## src/hw/rtl/npc_pkg.sv

```systemverilog
// Package for the nearest palette color matcher.
// Holds the queue transaction type, the sequencer states and the L1 distance helpers.
// No dependencies.
package npc_pkg;

   localparam int unsigned COLOR_W = 8;
   localparam int unsigned INDEX_W = 4;
   localparam int unsigned DIST_W  = 10;
   localparam int unsigned COUNT_W = 5;

   // Start value of the running minimum; above any real distance (max 765)
   localparam logic [DIST_W-1:0] DIST_START = 10'd1000;

   // Decoded kind of an input transaction
   typedef enum logic [1:0] {
      OP_WRITE,     // store a palette entry
      OP_DROP,      // write to a slot outside the palette, ignored
      OP_CLASSIFY   // search the palette for a pixel
   } op_type;

   // One decoded transaction as it sits in the queue
   typedef struct packed {
      op_type               op;
      logic [INDEX_W-1:0]   entry_index;
      logic [COLOR_W-1:0]   red;
      logic [COLOR_W-1:0]   green;
      logic [COLOR_W-1:0]   blue;
   } item_type;

   // Back-end sequencer states
   typedef enum logic [1:0] {
      ST_IDLE,   // take the next transaction from the queue
      ST_SCAN,   // issue one palette read per cycle
      ST_LAST,   // compare the last read entry
      ST_DONE    // hand the result to the output register
   } state_type;

   function automatic logic [COLOR_W-1:0] abs_diff8(input logic [COLOR_W-1:0] a,
                                                   input logic [COLOR_W-1:0] b);
      abs_diff8 = (a > b) ? (a - b) : (b - a);
   endfunction

   function automatic logic [DIST_W-1:0] l1_dist(input logic [3*COLOR_W-1:0] entry,
                                                input logic [3*COLOR_W-1:0] pixel);
      logic [DIST_W-1:0] dr, dg, db;
      dr = DIST_W'(abs_diff8(entry[3*COLOR_W-1:2*COLOR_W], pixel[3*COLOR_W-1:2*COLOR_W]));
      dg = DIST_W'(abs_diff8(entry[2*COLOR_W-1:COLOR_W], pixel[2*COLOR_W-1:COLOR_W]));
      db = DIST_W'(abs_diff8(entry[COLOR_W-1:0], pixel[COLOR_W-1:0]));
      l1_dist = dr + dg + db;
   endfunction

endpackage

```

## src/hw/rtl/nearest_palette_color_l1.sv

```systemverilog
// Top level of the nearest palette color matcher (L1 distance).
// Instantiates npc_front and npc_back and holds the palette_count register. Uses npc_pkg.
//
// Usage:
//  - Input channel req_*: a transaction moves when req_valid and req_ready are high.
//    req_action 0 writes {red, green, blue} to palette slot req_entry_index (no
//    result); req_action 1 classifies the pixel {red, green, blue}.
//  - Result channel rsp_*: one transaction per classify: nearest index, its summed
//    absolute RGB difference and found (0 with zero fields when nothing is searched).
//  - csr_we/csr_wdata writes palette_count, the number of entries searched from slot 0,
//    capped at PALETTE_ENTRIES. Write it only while the block is idle.
//  - Timing: a two-entry queue sits behind req_ready. The back end scans the palette
//    memory one entry per cycle, through the first N entries, N being palette_count
//    capped at PALETTE_ENTRIES, then compares the last entry and loads the result
//    register; with an empty palette it skips the scan. A write is done in ST_IDLE.
//  - A stalled result waits in the output register; writes keep flowing and the next
//    classify scans, then waits for the register to free up.
//  - Reset clears palette_count and empties the queue; palette entries are undefined
//    until written.
module nearest_palette_color_l1 import npc_pkg::*; #(
   parameter int unsigned PALETTE_ENTRIES = 16
) (
   input  logic                clock,
   input  logic                reset,
   input  logic                req_valid,
   output logic                req_ready,
   input  logic                req_action,
   input  logic [INDEX_W-1:0]  req_entry_index,
   input  logic [COLOR_W-1:0]  req_red,
   input  logic [COLOR_W-1:0]  req_green,
   input  logic [COLOR_W-1:0]  req_blue,
   output logic                rsp_valid,
   input  logic                rsp_ready,
   output logic [INDEX_W-1:0]  rsp_match_index,
   output logic [DIST_W-1:0]   rsp_distance,
   output logic                rsp_found,
   input  logic                csr_we,
   input  logic [COUNT_W-1:0]  csr_wdata
);

   logic [COUNT_W-1:0]  palette_count_ff, palette_count_in;
   logic                q_valid;
   item_type            q_item;
   logic                q_pop;

   // palette_count register
   assign palette_count_in = csr_we ? csr_wdata : palette_count_ff;

   always_ff @(posedge clock) begin
      if (reset) begin
         palette_count_ff <= '0;
      end else begin
         palette_count_ff <= palette_count_in;
      end
   end

   npc_front #(
      .PALETTE_ENTRIES (PALETTE_ENTRIES)
   ) u_front (
      .clock           (clock),
      .reset           (reset),
      .req_valid       (req_valid),
      .req_ready       (req_ready),
      .req_action      (req_action),
      .req_entry_index (req_entry_index),
      .req_red         (req_red),
      .req_green       (req_green),
      .req_blue        (req_blue),
      .q_valid         (q_valid),
      .q_item          (q_item),
      .q_pop           (q_pop)
   );

   npc_back #(
      .PALETTE_ENTRIES (PALETTE_ENTRIES)
   ) u_back (
      .clock           (clock),
      .reset           (reset),
      .q_valid         (q_valid),
      .q_item          (q_item),
      .q_pop           (q_pop),
      .palette_count   (palette_count_ff),
      .rsp_valid       (rsp_valid),
      .rsp_ready       (rsp_ready),
      .rsp_match_index (rsp_match_index),
      .rsp_distance    (rsp_distance),
      .rsp_found       (rsp_found)
   );

endmodule

```

## src/hw/rtl/npc_front.sv

```systemverilog
// Front end of the nearest palette color matcher: accepts input transactions,
// decodes them and holds them in a two-entry queue for the back end. Uses npc_pkg.
module npc_front import npc_pkg::*; #(
   parameter int unsigned PALETTE_ENTRIES = 16
) (
   input  logic                clock,
   input  logic                reset,
   input  logic                req_valid,
   output logic                req_ready,
   input  logic                req_action,
   input  logic [INDEX_W-1:0]  req_entry_index,
   input  logic [COLOR_W-1:0]  req_red,
   input  logic [COLOR_W-1:0]  req_green,
   input  logic [COLOR_W-1:0]  req_blue,
   output logic                q_valid,
   output item_type            q_item,
   input  logic                q_pop
);

   item_type    slot_ff [2];
   logic        wr_ptr_ff, wr_ptr_in;
   logic        rd_ptr_ff, rd_ptr_in;
   logic [1:0]  count_ff, count_in;
   logic        push;
   item_type    dec_item;

   // Decode: classify, write, or write outside the palette
   always_comb begin
      dec_item.entry_index = req_entry_index;
      dec_item.red         = req_red;
      dec_item.green       = req_green;
      dec_item.blue        = req_blue;
      if (req_action) begin
         dec_item.op = OP_CLASSIFY;
      end else if (32'(req_entry_index) < 32'(PALETTE_ENTRIES)) begin
         dec_item.op = OP_WRITE;
      end else begin
         dec_item.op = OP_DROP;
      end
   end

   assign req_ready = (count_ff != 2'd2);
   assign push      = req_valid && req_ready;
   assign q_valid   = (count_ff != 2'd0);
   assign q_item    = slot_ff[rd_ptr_ff];

   // Queue pointers and fill level
   always_comb begin
      wr_ptr_in = push  ? ~wr_ptr_ff : wr_ptr_ff;
      rd_ptr_in = q_pop ? ~rd_ptr_ff : rd_ptr_ff;
      count_in  = count_ff + {1'b0, push} - {1'b0, q_pop};
   end

   always_ff @(posedge clock) begin
      if (reset) begin
         wr_ptr_ff <= 1'b0;
         rd_ptr_ff <= 1'b0;
         count_ff  <= 2'd0;
      end else begin
         wr_ptr_ff <= wr_ptr_in;
         rd_ptr_ff <= rd_ptr_in;
         count_ff  <= count_in;
      end
   end

   // Queue storage
   always_ff @(posedge clock) begin
      if (push) begin
         slot_ff[wr_ptr_ff] <= dec_item;
      end
   end

   q_pop_nonempty: assert property (@(posedge clock) disable iff (reset)
      q_pop |-> q_valid)
      else $error("queue popped while empty");

   q_no_overflow: assert property (@(posedge clock) disable iff (reset)
      count_ff != 2'd3)
      else $error("queue fill level out of range");

   q_level_tracks: assert property (@(posedge clock) disable iff (reset)
      (push && !q_pop) |=> (count_ff == $past(count_ff) + 2'd1))
      else $error("queue fill level did not follow a push");

endmodule

```

## src/hw/rtl/npc_back.sv

```systemverilog
// Back end of the nearest palette color matcher: palette memory, a sequencer
// that scans one entry per cycle with a running minimum, and the result register.
// Uses npc_pkg.
module npc_back import npc_pkg::*; #(
   parameter int unsigned PALETTE_ENTRIES = 16
) (
   input  logic                clock,
   input  logic                reset,
   input  logic                q_valid,
   input  item_type            q_item,
   output logic                q_pop,
   input  logic [COUNT_W-1:0]  palette_count,
   output logic                rsp_valid,
   input  logic                rsp_ready,
   output logic [INDEX_W-1:0]  rsp_match_index,
   output logic [DIST_W-1:0]   rsp_distance,
   output logic                rsp_found
);

   localparam int unsigned AW = (PALETTE_ENTRIES > 1) ? $clog2(PALETTE_ENTRIES) : 1;
   localparam int unsigned CW = $clog2(PALETTE_ENTRIES + 1);

   logic [3*COLOR_W-1:0] pal_mem [PALETTE_ENTRIES];

   state_type             state_ff, state_in;
   logic [CW-1:0]         cnt_ff, cnt_in, cnt_next;
   logic [CW-1:0]         lim_ff, lim_in, lim_eff;
   logic [3*COLOR_W-1:0]  pix_ff, pix_in;
   logic [3*COLOR_W-1:0]  rd_data_ff;
   logic                  rd_vld_ff, rd_vld_in;
   logic [AW-1:0]         rd_idx_ff;
   logic [DIST_W-1:0]     best_dist_ff, best_dist_in;
   logic [AW-1:0]         best_idx_ff, best_idx_in;
   logic                  found_ff, found_in;
   logic                  mem_we;
   logic [DIST_W-1:0]     cur_dist;
   logic                  load_out;
   logic                  rsp_valid_ff, rsp_valid_in;
   logic [INDEX_W-1:0]    out_idx_ff;
   logic [DIST_W-1:0]     out_dist_ff;
   logic                  out_found_ff;

   // Entries searched: the register, capped at the palette size
   assign lim_eff  = (32'(palette_count) > 32'(PALETTE_ENTRIES)) ?
                     CW'(PALETTE_ENTRIES) : CW'(palette_count);
   assign cnt_next = cnt_ff + CW'(1);
   assign cur_dist = l1_dist(rd_data_ff, pix_ff);

   // Sequencer and running minimum
   always_comb begin
      state_in     = state_ff;
      cnt_in       = cnt_ff;
      lim_in       = lim_ff;
      pix_in       = pix_ff;
      best_dist_in = best_dist_ff;
      best_idx_in  = best_idx_ff;
      found_in     = found_ff;
      q_pop        = 1'b0;
      mem_we       = 1'b0;
      load_out     = 1'b0;
      rd_vld_in    = (state_ff == ST_SCAN);

      // compare the entry read last cycle; strict less-than keeps the lowest index
      if (rd_vld_ff && (cur_dist < best_dist_ff)) begin
         best_dist_in = cur_dist;
         best_idx_in  = rd_idx_ff;
         found_in     = 1'b1;
      end

      case (state_ff)
         ST_IDLE: begin
            if (q_valid) begin
               q_pop = 1'b1;
               case (q_item.op)
                  OP_WRITE: begin
                     mem_we = 1'b1;
                  end
                  OP_CLASSIFY: begin
                     pix_in       = {q_item.red, q_item.green, q_item.blue};
                     lim_in       = lim_eff;
                     cnt_in       = '0;
                     best_dist_in = DIST_START;
                     best_idx_in  = '0;
                     found_in     = 1'b0;
                     state_in     = (lim_eff == '0) ? ST_DONE : ST_SCAN;
                  end
                  default: begin
                  end
               endcase
            end
         end
         ST_SCAN: begin
            cnt_in = cnt_next;
            if (cnt_next == lim_ff) begin
               state_in = ST_LAST;
            end
         end
         ST_LAST: begin
            state_in = ST_DONE;
         end
         ST_DONE: begin
            if (!rsp_valid_ff || rsp_ready) begin
               load_out = 1'b1;
               state_in = ST_IDLE;
            end
         end
         default: begin
            state_in = ST_IDLE;
         end
      endcase
   end

   assign rsp_valid_in = (rsp_valid_ff && !rsp_ready) || load_out;

   always_ff @(posedge clock) begin
      if (reset) begin
         state_ff     <= ST_IDLE;
         rd_vld_ff    <= 1'b0;
         rsp_valid_ff <= 1'b0;
      end else begin
         state_ff     <= state_in;
         rd_vld_ff    <= rd_vld_in;
         rsp_valid_ff <= rsp_valid_in;
      end
   end

   // Payload registers
   always_ff @(posedge clock) begin
      cnt_ff       <= cnt_in;
      lim_ff       <= lim_in;
      pix_ff       <= pix_in;
      best_dist_ff <= best_dist_in;
      best_idx_ff  <= best_idx_in;
      found_ff     <= found_in;
      rd_idx_ff    <= cnt_ff[AW-1:0];
      if (load_out) begin
         out_found_ff <= found_ff;
         out_idx_ff   <= found_ff ? INDEX_W'(best_idx_ff) : '0;
         out_dist_ff  <= found_ff ? best_dist_ff : '0;
      end
   end

   // Palette memory: one write port, one registered read port
   always_ff @(posedge clock) begin
      if (mem_we) begin
         pal_mem[AW'(q_item.entry_index)] <= {q_item.red, q_item.green, q_item.blue};
      end
      rd_data_ff <= pal_mem[cnt_ff[AW-1:0]];
   end

   assign rsp_valid       = rsp_valid_ff;
   assign rsp_match_index = out_idx_ff;
   assign rsp_distance    = out_dist_ff;
   assign rsp_found       = out_found_ff;

   pop_only_idle: assert property (@(posedge clock) disable iff (reset)
      q_pop |-> (state_ff == ST_IDLE))
      else $error("queue popped while a search is running");

   scan_in_range: assert property (@(posedge clock) disable iff (reset)
      (state_ff == ST_SCAN) |-> (cnt_ff < lim_ff))
      else $error("scan address past the searched entries");

   found_dist_range: assert property (@(posedge clock) disable iff (reset)
      (rsp_valid_ff && rsp_found) |-> (rsp_distance <= 10'd765))
      else $error("matched distance out of range");

   empty_zero: assert property (@(posedge clock) disable iff (reset)
      (rsp_valid_ff && !rsp_found) |-> (rsp_distance == '0 && rsp_match_index == '0))
      else $error("empty search result not cleared");

endmodule

```

## config.mk

```make
export PLATFORM = sky130hd
export DESIGN_NAME = nearest_palette_color_l1
export DESIGN_NICKNAME = d
export VERILOG_FILES = /design/src/hw/rtl/npc_pkg.sv /design/src/hw/rtl/nearest_palette_color_l1.sv /design/src/hw/rtl/npc_front.sv /design/src/hw/rtl/npc_back.sv
export SDC_FILE = /design/constraint.sdc
export NUM_CORES = 1
export LEC_CHECK = 0
export BUFFER_PORTS_ARGS = -buffer_cell sky130_fd_sc_hd__buf_4
export CAP_MARGIN = 20
export CORE_UTILIZATION = 51
export CTS_CLUSTER_DIAMETER = 80
export CTS_CLUSTER_SIZE = 24
export DETAILED_ROUTE_END_ITERATION = 8
export PLACE_DENSITY_LB_ADDON = 0.05
export SYNTH_ARGS = -nofsm -noshare
export SYNTH_HDL_FRONTEND = slang
export SYNTH_SLANG_ARGS = --single-unit
export TNS_END_PERCENT = 50
```

## constraint.sdc

```tcl
create_clock -name clock -period 7.8 [get_ports clock]
set_input_delay 0 -clock clock [delete_from_list [all_inputs] [get_ports clock]]
set_output_delay 0 -clock clock [all_outputs]
set_load 0.05 [all_outputs]
```

## Word level (Yosys, flattened, before mapping)

Memories as Yosys holds them, arrays and structs flattened. A register that Yosys moved wholly into a read port is not among the register bits.
Index checks and enable logic that the tools add are counted.

- Word-level logic and storage cells: 101
- Bits in read-only memories: 0
- Input port bits: 39
- Latch bits: 0
- Memories: 2
- Bits in registers: 81
- Memory bits (writable): 444

Memory list:

| name | words | bits a word | rd ports | clocked after Yosys merged registers in | wr ports | RTL line | RTL |
|---|---|---|---|---|---|---|---|
| u_back.pal_mem | 16 | 24 | 1 | 1 | 1 | npc_back.sv:23 | `logic [3*COLOR_W-1:0] pal_mem [PALETTE_ENTRIES];` |
| u_front.slot_ff | 2 | 30 | 1 | 1 | 1 | npc_front.sv:20 | `item_type slot_ff [2];` |

- Multiplexer cells: 39
- Div/mod/pow operators: 0
- Magnitude comparators: 5
- Multipliers: 0
- Eq/ne operators: 10
- Bitwise logic cells: 2
- Add/subtract/negate cells: 11
- Shift-type cells: 0
- Reductions and logical operators: 15

Operator list:

| operator | count |
|---|---|
| 8-bit subtractor | 6 |
| 10-bit 2-to-1 mux | 4 |
| 8-bit greater-than comparator | 3 |
| 8-bit 2-to-1 mux | 3 |
| 1-bit 2-to-1 mux | 17 |
| 4-bit 2-to-1 mux | 4 |
| 5-bit 2-to-1 mux | 3 |
| 2-bit 2-to-1 mux | 6 |
| 10-bit by 8-bit adder with 10-bit output | 1 |
| 10-bit less-than comparator | 1 |
| 5-bit one-hot mux with 2 select lines | 1 |
| 8-bit by 8-bit adder with 9-bit output | 1 |
| 2-bit != test (second input constant) | 4 |
| 2-bit one-hot mux with 4 select lines | 1 |
| 2-bit equality test (second input constant) | 3 |
| 3-bit AND reduction | 2 |
| 5-bit by 1-bit adder with 5-bit output (second input constant) | 1 |
| 5-bit equality test | 1 |
| 5-bit greater-than comparator (second input constant) | 1 |
| 5-bit zero test | 1 |
| 2-bit zero test | 2 |
| 4-bit AND reduction | 1 |
| 2-bit nonzero test | 2 |
| 1-bit logical AND | 3 |
| other kinds (7) | 10 |

## Longest topological paths before layout

Gate-level depths: netlist of the first run.

- Depth in word-level cells: 10
- Depth in mapped cells: 28

## Cells and area by module

From an unflattened synthesis of the first run, not the netlist that was laid out.

- Cell total of the unflattened synthesis: 1,258
- Area total of the unflattened synthesis: 22,909.5 sq um

Modules (own cells, without submodules):

| module | times used | seq. area each (sq um) | cells an instance | area each (sq um) |
|---|---|---|---|---|
| npc_back | 1 | 13,943.4 | 1,121 | 20,377.0 |
| npc_front | 1 | 1,841.8 | 121 | 2,352.3 |
| nearest_palette_color_l1 | 1 | 100.1 | 16 | 180.2 |

## Least setup slack after synthesis of the first run

OpenSTA, ideal clock, no wires.

- Kind: register to register
- From: register u_back.rd_data_ff[16] (read register of u_back.pal_mem)
- To: register u_back.best_dist_ff[3]
- Stages on the path, launching flop included: 28
- Arrival time: 5,619 ps
- Setup slack: 2,109 ps
- Period minus slack after synthesis: 5,691 ps
- Data required time: 7,728 ps
- Cell sequence: dfxtp_1 > inv_1 > ha_1 > inv_1 > fa_1 > nand3_1 > a21oi_1 > o32ai_2 > buf_6 > mux2_2 > ha_1 > a21o_1 > a21oi_1 > nor2b_1 > o21a_1 > o41ai_1 > xnor2_1 > ha_1 > and2_1 > nand3_1 > o2111ai_1 > a311oi_1 > ha_1 > a211o_1 > a41o_1 > a21oi_1 > buf_2 > mux2i_1

- Cells in the longest elaborated chain, start to end: 10
- Elaborated cells on any way between the ends: 12
- Classes of those cells: 4 x add/sub; 2 x order compare; 5 x mux; 1 x reduce/logical

RTL lines:

| element | RTL line | RTL |
|---|---|---|
| start, declared | npc_back.sv:29 | `logic [3*COLOR_W-1:0] rd_data_ff;` |
| 8-bit subtractor / 8-bit greater-than comparator (equally long branches) | npc_pkg.sv:40 | `abs_diff8 = (a > b) ? (a - b) : (b - a);` |
| 8-bit 2-to-1 mux * | npc_pkg.sv:40 |  |
| 8-bit by 8-bit adder with 9-bit output * | npc_pkg.sv:49 | `l1_dist = dr + dg + db;` |
| 10-bit by 8-bit adder with 10-bit output * | npc_pkg.sv:49 |  |
| 10-bit less-than comparator | npc_back.sv:64 | `if (rd_vld_ff && (cur_dist < best_dist_ff)) begin` |
| 1-bit logical AND | npc_back.sv:64 |  |
| 10-bit 2-to-1 mux * | npc_back.sv:64 |  |
| 10-bit 2-to-1 mux | npc_back.sv:74 | `case (q_item.op)` |
| 10-bit 2-to-1 mux | npc_back.sv:72 | `if (q_valid) begin` |
| 10-bit 2-to-1 mux * | npc_back.sv:70 | `case (state_ff)` |
| net u_back.best_dist_in[3] | npc_back.sv:32 | `logic [DIST_W-1:0] best_dist_ff, best_dist_in;` |
| end signal, assigned | npc_back.sv:132 | `best_dist_ff <= best_dist_in;` |
| end, declared | npc_back.sv:32 |  |

Mark *: on every way through the listed nets, which the timed path passes. The rest lies on a longest branch.
A chain may end at the register's enable or synchronous reset.

## Worst setup path in the final report of the first run

- From: register u_back.rd_data_ff[16] (read register of u_back.pal_mem)
- To: register u_back.best_dist_ff[9]

The elaborated chain is that of the path after synthesis.

==> results of run 1 <==
==> worst max path at each step <==
| stage | depth (start not counted) | start | slack [ns] | end |
|---|---|---|---|---|
| floorplan | 27 | u_back.rd_data_ff[16] | 2.11 | u_back.best_dist_ff[3] |
| global placement | 26 | u_back.rd_data_ff[16] | 1.28 | u_back.best_dist_ff[9] |
| detailed placement | 26 | u_back.rd_data_ff[16] | 1.19 | u_back.best_dist_ff[9] |
| CTS | 26 | u_back.rd_data_ff[16] | 1.10 | u_back.best_dist_ff[9] |
| global route | 26 | u_back.rd_data_ff[16] | 0.61 | u_back.best_dist_ff[9] |
| finish | 26 | u_back.rd_data_ff[16] | 1.12 | u_back.best_dist_ff[9] |
==> sequential cells by signal (all words and copies together), names as in the netlist, 2 cells and up, named ones only <==
name / cells
u_back.rd_idx_ff: 4
u_back.cnt_ff: 5
u_back.lim_ff: 5
u_back.best_dist_ff: 10
palette_count_ff: 5
u_back.rsp_distance: 10
u_front.count_ff: 2
u_back.pal_mem: 384
u_back.pix_ff: 24
u_back.best_idx_ff: 4
u_front.slot_ff: 58
u_back.rd_data_ff: 24
u_back.rsp_match_index: 4
u_back.state_ff: 2
==> what timing repair did <==
action,CTS,global route
hold buffers,47,0
buffers inserted,0,0
endpoints found under the hold margin,83,0
==> cell usage after synthesis (4+ instances only) <==
cell | count | area (sq um)
a21oi_1 | 34 | 170
a211oi_1 | 9 | 67.6
nand2b_1 | 5 | 31.3
buf_6 | 4 | 45.0
o21ai_0 | 19 | 95.1
nor2b_1 | 20 | 125
mux2_1 | 4 | 45.0
xnor2_1 | 28 | 245
xor2_1 | 11 | 96.3
dfxtp_1 | 57 | 1140
mux2i_1 | 23 | 230
nand3_1 | 6 | 30.0
clkbuf_1 | 18 | 67.6
buf_1 | 7 | 26.3
nand2_1 | 43 | 161
nor2_1 | 71 | 267
a31oi_1 | 6 | 37.5
inv_1 | 84 | 315
and2_1 | 17 | 106
fa_1 | 8 | 160
a21o_1 | 7 | 52.6
nand4_1 | 6 | 37.5
mux2_2 | 40 | 450
edfxtp_1 | 491 | 14700
buf_2 | 12 | 60.1
ha_1 | 77 | 963
mux4_2 | 120 | 2700
nor3_1 | 4 | 20.0
and3_1 | 5 | 31.3
==> through the flow <==
step	hold WS [ns]	instances	utilization (%)	instance area [sq um]
after floorplan	0.0716	1290	-	23000
after global placement	0.185	1919	54.5	24200
after detailed placement	0.187	1920	54.6	24200
after CTS	0.0856	2023	57.9	25700
after global routing	0.0995	2023	57.9	25700
final	0.109	2023	57.9	25700
==> routing by layer <==
layer / up-vias / track usage (%)
met5: - / 0
met4: 0 / 4.52
met3: 64 / 2.50
met2: 247 / 34.5
met1: 5905 / 30.4
li1: 5227 / -
==> final cells by class <==
type | instances | area (sq um)
clock buffer | 44 | 835
fill | 3368 | 18700
sequential | 548 | 15900
tap | 592 | 741
inverter | 86 | 323
clock inverter | 12 | 178
multi-input combinational | 612 | 6660
timing repair buffer | 129 | 1090
==> cells by family after synthesis <==
group	after synthesis	share of synthesized area, %
multiplexers	187	14.9
buffers and inverters	130	2.36
flip-flops	548	68.9
AO/OA/AOI/OAI	114	3.51
XOR/XNOR	41	1.69
adder cells (fa/ha/maj)	85	4.88
AND/OR/NAND/NOR	185	3.76
==> worst reg2reg max path: stages, from the launching register on <==
cell       delay [ns]
dfxtp_1          0.32
inv_1            0.05
ha_1             0.16
inv_1            0.06
fa_1             0.40
nand3_1          0.11
a21oi_1          0.08
o32ai_2          0.80
mux2_2           0.43
ha_1             0.29
a21o_1           0.18
a21oi_1          0.21
nor2b_1          0.08
o21a_1           0.18
o41ai_1          0.35
xnor2_1          0.12
ha_1             0.39
and2_1           0.21
nand3_1          0.08
o2111ai_1        0.11
a311oi_1         0.36
ha_1             0.31
a211o_1          0.29
a41o_1           0.26
a21oi_1          0.15
buf_4            0.24
mux2_2           0.35
==> impl_metrics.toml, run 1 <==
[critical_path]
required_ns = 8.29
reg2reg_from = "u_back.rd_data_ff[16]"
max_stage_delay_ns = 0.80
crit_buf_inv = 3
crit_path_end_kind = "register"
path_max_fanout = 12
worst-setup-path-type = "register to register"
cpMaxStageDelayCell = "o32ai_2"
arrival_ns = 7.17
cp_top_family = "compound AO/OA/AOI/OAI gates"
r2r-end = "u_back.best_dist_ff[9]"
r2r_slack_ns = 1.12
crit_top_cell = "ha_1"
worst_r2r_path_depth = 26
crit_path_start_kind = "register"

[min_path]
hold_depth = 2
hp-class = "input port to register"
hold_end = "u_front.slot_ff[0][25]"
hp-start = "req_entry_index[1]"

[timing]
setup_viol = 0
rsz0062_at_grt = "false"
worst_pin_slew_ns = 0.974
fin_skew_ns = 0.0244
setup_slack_ns = 1.12
slew_viol_final = 0
finalHoldViolations = 0
finalCriticalPeriod_ns = 6.68
relSlewSlack_pct = 35.1
fmax_mhz = 150
post-route-period-util_pct = 85.7
setup_tns_ns = 0

[synthesis]
netlist_area_sq_um = 23000
syn_avg_cell_area_sq_um = 17.9
ys.flop_type = "edfxtp_1"
synth_cells = 1290
ys_ff_latch = 548
synth_edf_count = 491
ys_warn_count = 0
async_flop_share_pct = 0
synth_fp_nets = 1414
ys_seq_area_share_pct = 68.9
synth_cell_types = 57

[global_routing]
grt_max_degree = 64
grt_pass1_vias = 11600
overflow = 0
track_usage_pct = 21.0
antenna_found_initial = 0
grt_pass1_wl_um = 71800

[clock_network]
cts_tree = "yes"
cts_max_level = 1
insertion_delay_ns = 0.61
clkTransAtPathRegs_ns = 0.10
clockBufferDepth = 3
post_cts_resize_count = 0
clock-sinks = 548
numCtsBuffers = 31
clockRootBuffer = "clkbuf_16"

[floorplanning]
die_h_um = 215
die_x_um = 215
num_rows = 77
dieArea_sq_um = 46000
io_pins = 56
start_util_pct = 51.9
core_sq_um = 44400

[finish]
insertedDiodeCount = 0
nNetsFinal = 1532
mostFrequentLayoutCell = "edfxtp_1"
area_growth_syn_to_layout_pct = 11.6
drive_gt1_share_pct = 22.5
most-common-layout-cells = "edfxtp_1 (491), mux4_2 (120), inv_1 (84), buf_4 (82), ha_1 (77)"

[drt]
vias = 11400
drc = 0
route.met3.wl_um = 1940
viasPerCell = 5.66
drt_iter0_markers = 926
dr_wl_met2_um = 22900
top_layer = "met4"
finalWirelength_um = 47200
ant_nets = 0
wl_met1_um = 21400
wl_per_cell_um = 23.3
firstDrtPassIters = 5

[place]
detailedPlace.worstSlack_ns = 1.19
io_buffers = 55
place.gp.congestion = 0.823
hpwlAfterDp_um = 27600

[run_status]
status = "finished, final reports clean"

[job]
drv_cap = 0
Power of run 1 is not shown: default switching activity piles up to over one toggle a cycle in this logic, so the estimate is an artifact.
==> run 2, diff against run 1 <==
HOLD_SLACK_MARGIN = 0.12   (was default)
==> impl_metrics.toml, run 2 (same netlist as run 1, synthesis figures left out) <==
[critical_path]
cp_top_family = "compound AO/OA/AOI/OAI gates"
crit_path_end_kind = "register"
path_max_fanout = 12
crit_path_start_kind = "register"
required_ns = 8.29
crit_buf_inv = 3
max_stage_delay_ns = 0.80
worst-setup-path-type = "register to register"
crit_top_cell = "ha_1"
arrival_ns = 7.17
cpMaxStageDelayCell = "o32ai_2"

[run_status]
status = "finished, final reports clean"

[finish]
most-common-layout-cells = "edfxtp_1 (491), mux4_2 (120), inv_1 (84), buf_4 (82), ha_1 (77)"
drive_gt1_share_pct = 22.1
fin_area_sq_um = 26000
insertedDiodeCount = 0
register_area_sq_um = 15900
nFillCells = 3355
mostFrequentLayoutCell = "edfxtp_1"
reg_top3 = "u_back.pal_mem x384, u_front.slot_ff x58"
utilization_pct = 58.5
nNetsFinal = 1560
top_register = "u_back.pal_mem"
multi_input_area_sq_um = 6660
area_growth_syn_to_layout_pct = 12.8
largest_reg_flops = 384

[floorplanning]
dieArea_sq_um = 46000
core_sq_um = 44400
io_pins = 56
start_util_pct = 51.9
die_h_um = 215
num_rows = 77
die_x_um = 215

[timing]
relSlewSlack_pct = 34.6
post-route-period-util_pct = 85.7
slew_viol_final = 0
finalHoldViolations = 0
setup_viol = 0
fin_skew_ns = 0.0233
setup_tns_ns = 0
finalCriticalPeriod_ns = 6.68
rsz0062_at_grt = "false"
fmax_mhz = 150
worst_pin_slew_ns = 0.980

[clock_network]
post_cts_resize_count = 0
cts_setup_buffers = 0
clockBufferDepth = 3
insertion_delay_ns = 0.60
clockRootBuffer = "clkbuf_16"
hold_buffers = 75
clock-sinks = 548
numCtsBuffers = 31
clkTransAtPathRegs_ns = 0.09
cts_tree = "yes"
cts_max_level = 1

[drt]
finalWirelength_um = 47500
drt_iter0_markers = 956
firstDrtPassIters = 4
wl_per_cell_um = 23.2
dr_wl_met2_um = 23200
vias = 11500
wl_met1_um = 21500
top_layer = "met4"
route.met3.wl_um = 1810
ant_nets = 0
drc = 0
viasPerCell = 5.63

[place]
io_buffers = 55
place.gp.congestion = 0.823
hpwlAfterDp_um = 27600
place_area_sq_um = 24200

[min_path]
hp-class = "input port to register"

[global_routing]
antenna_found_initial = 0
overflow = 0
grt_pass1_vias = 11700
grt_max_degree = 64
track_usage_pct = 21.1
grt_pass1_wl_um = 72300

[job]
drv_cap = 0
run 2: changes by cell type in the layout (fill, tap and decap cells not counted), sizes merged:
cell         previous run  this run
dlygate4sd3            47        75
run 2: cell type report:
cell class	count	area share, %
Tap cell	592	2.85
Clock buffer	44	3.21
Clock inverter	12	0.684
Multi-Input combinational cell	612	25.6
Inverter	86	1.24
Timing Repair Buffer	157	5.26
Sequential cell	548	61.1
run 2: stage by stage:
stage	std cells	hold slack (ns)	worst slack (ns)
after floorplan	1290	0.0716	2.11
after global placement	1919	0.185	1.28
after detailed placement	1920	0.187	1.19
after CTS	2051	0.144	1.10
after global routing	2051	0.147	0.611
final	2051	0.169	1.12
run 2: per-layer routing:
layer | vias to the layer above | track usage (%)
met5 | - | 0
met3 | 62 | 2.50
li1 | 5280 | -
met1 | 5966 | 30.4
met2 | 235 | 34.9
met4 | 0 | 4.52
run 2: worst reg2reg max path, stage by stage, from the launching register on:
cell and delay, ns:
dfxtp_1 0.32, inv_1 0.05, ha_1 0.16, inv_1 0.06
fa_1 0.40, nand3_1 0.11, a21oi_1 0.08, o32ai_2 0.80
mux2_2 0.43, ha_1 0.29, a21o_1 0.18, a21oi_1 0.21
nor2b_1 0.08, o21a_1 0.18, o41ai_1 0.35, xnor2_1 0.12
ha_1 0.39, and2_1 0.21, nand3_1 0.08, o2111ai_1 0.11
a311oi_1 0.36, ha_1 0.31, a211o_1 0.29, a41o_1 0.26
a21oi_1 0.15, buf_4 0.24, mux2_2 0.35
run 2: path summary, 6_finish.rpt:
kind | startpoint | end | slack, ns | depth (start not counted)
max | u_back.rd_data_ff[16] | u_back.best_dist_ff[9] | 1.12 | 26
min | req_red[6] | u_front.slot_ff[1][22] | 0.17 | 2
min reg2reg | u_back.rd_idx_ff[0] | u_back.best_idx_ff[0] | 0.45 | 2
max reg2reg | u_back.rd_data_ff[16] | u_back.best_dist_ff[9] | 1.12 | 26
Power of run 2 is left out for the same reason.
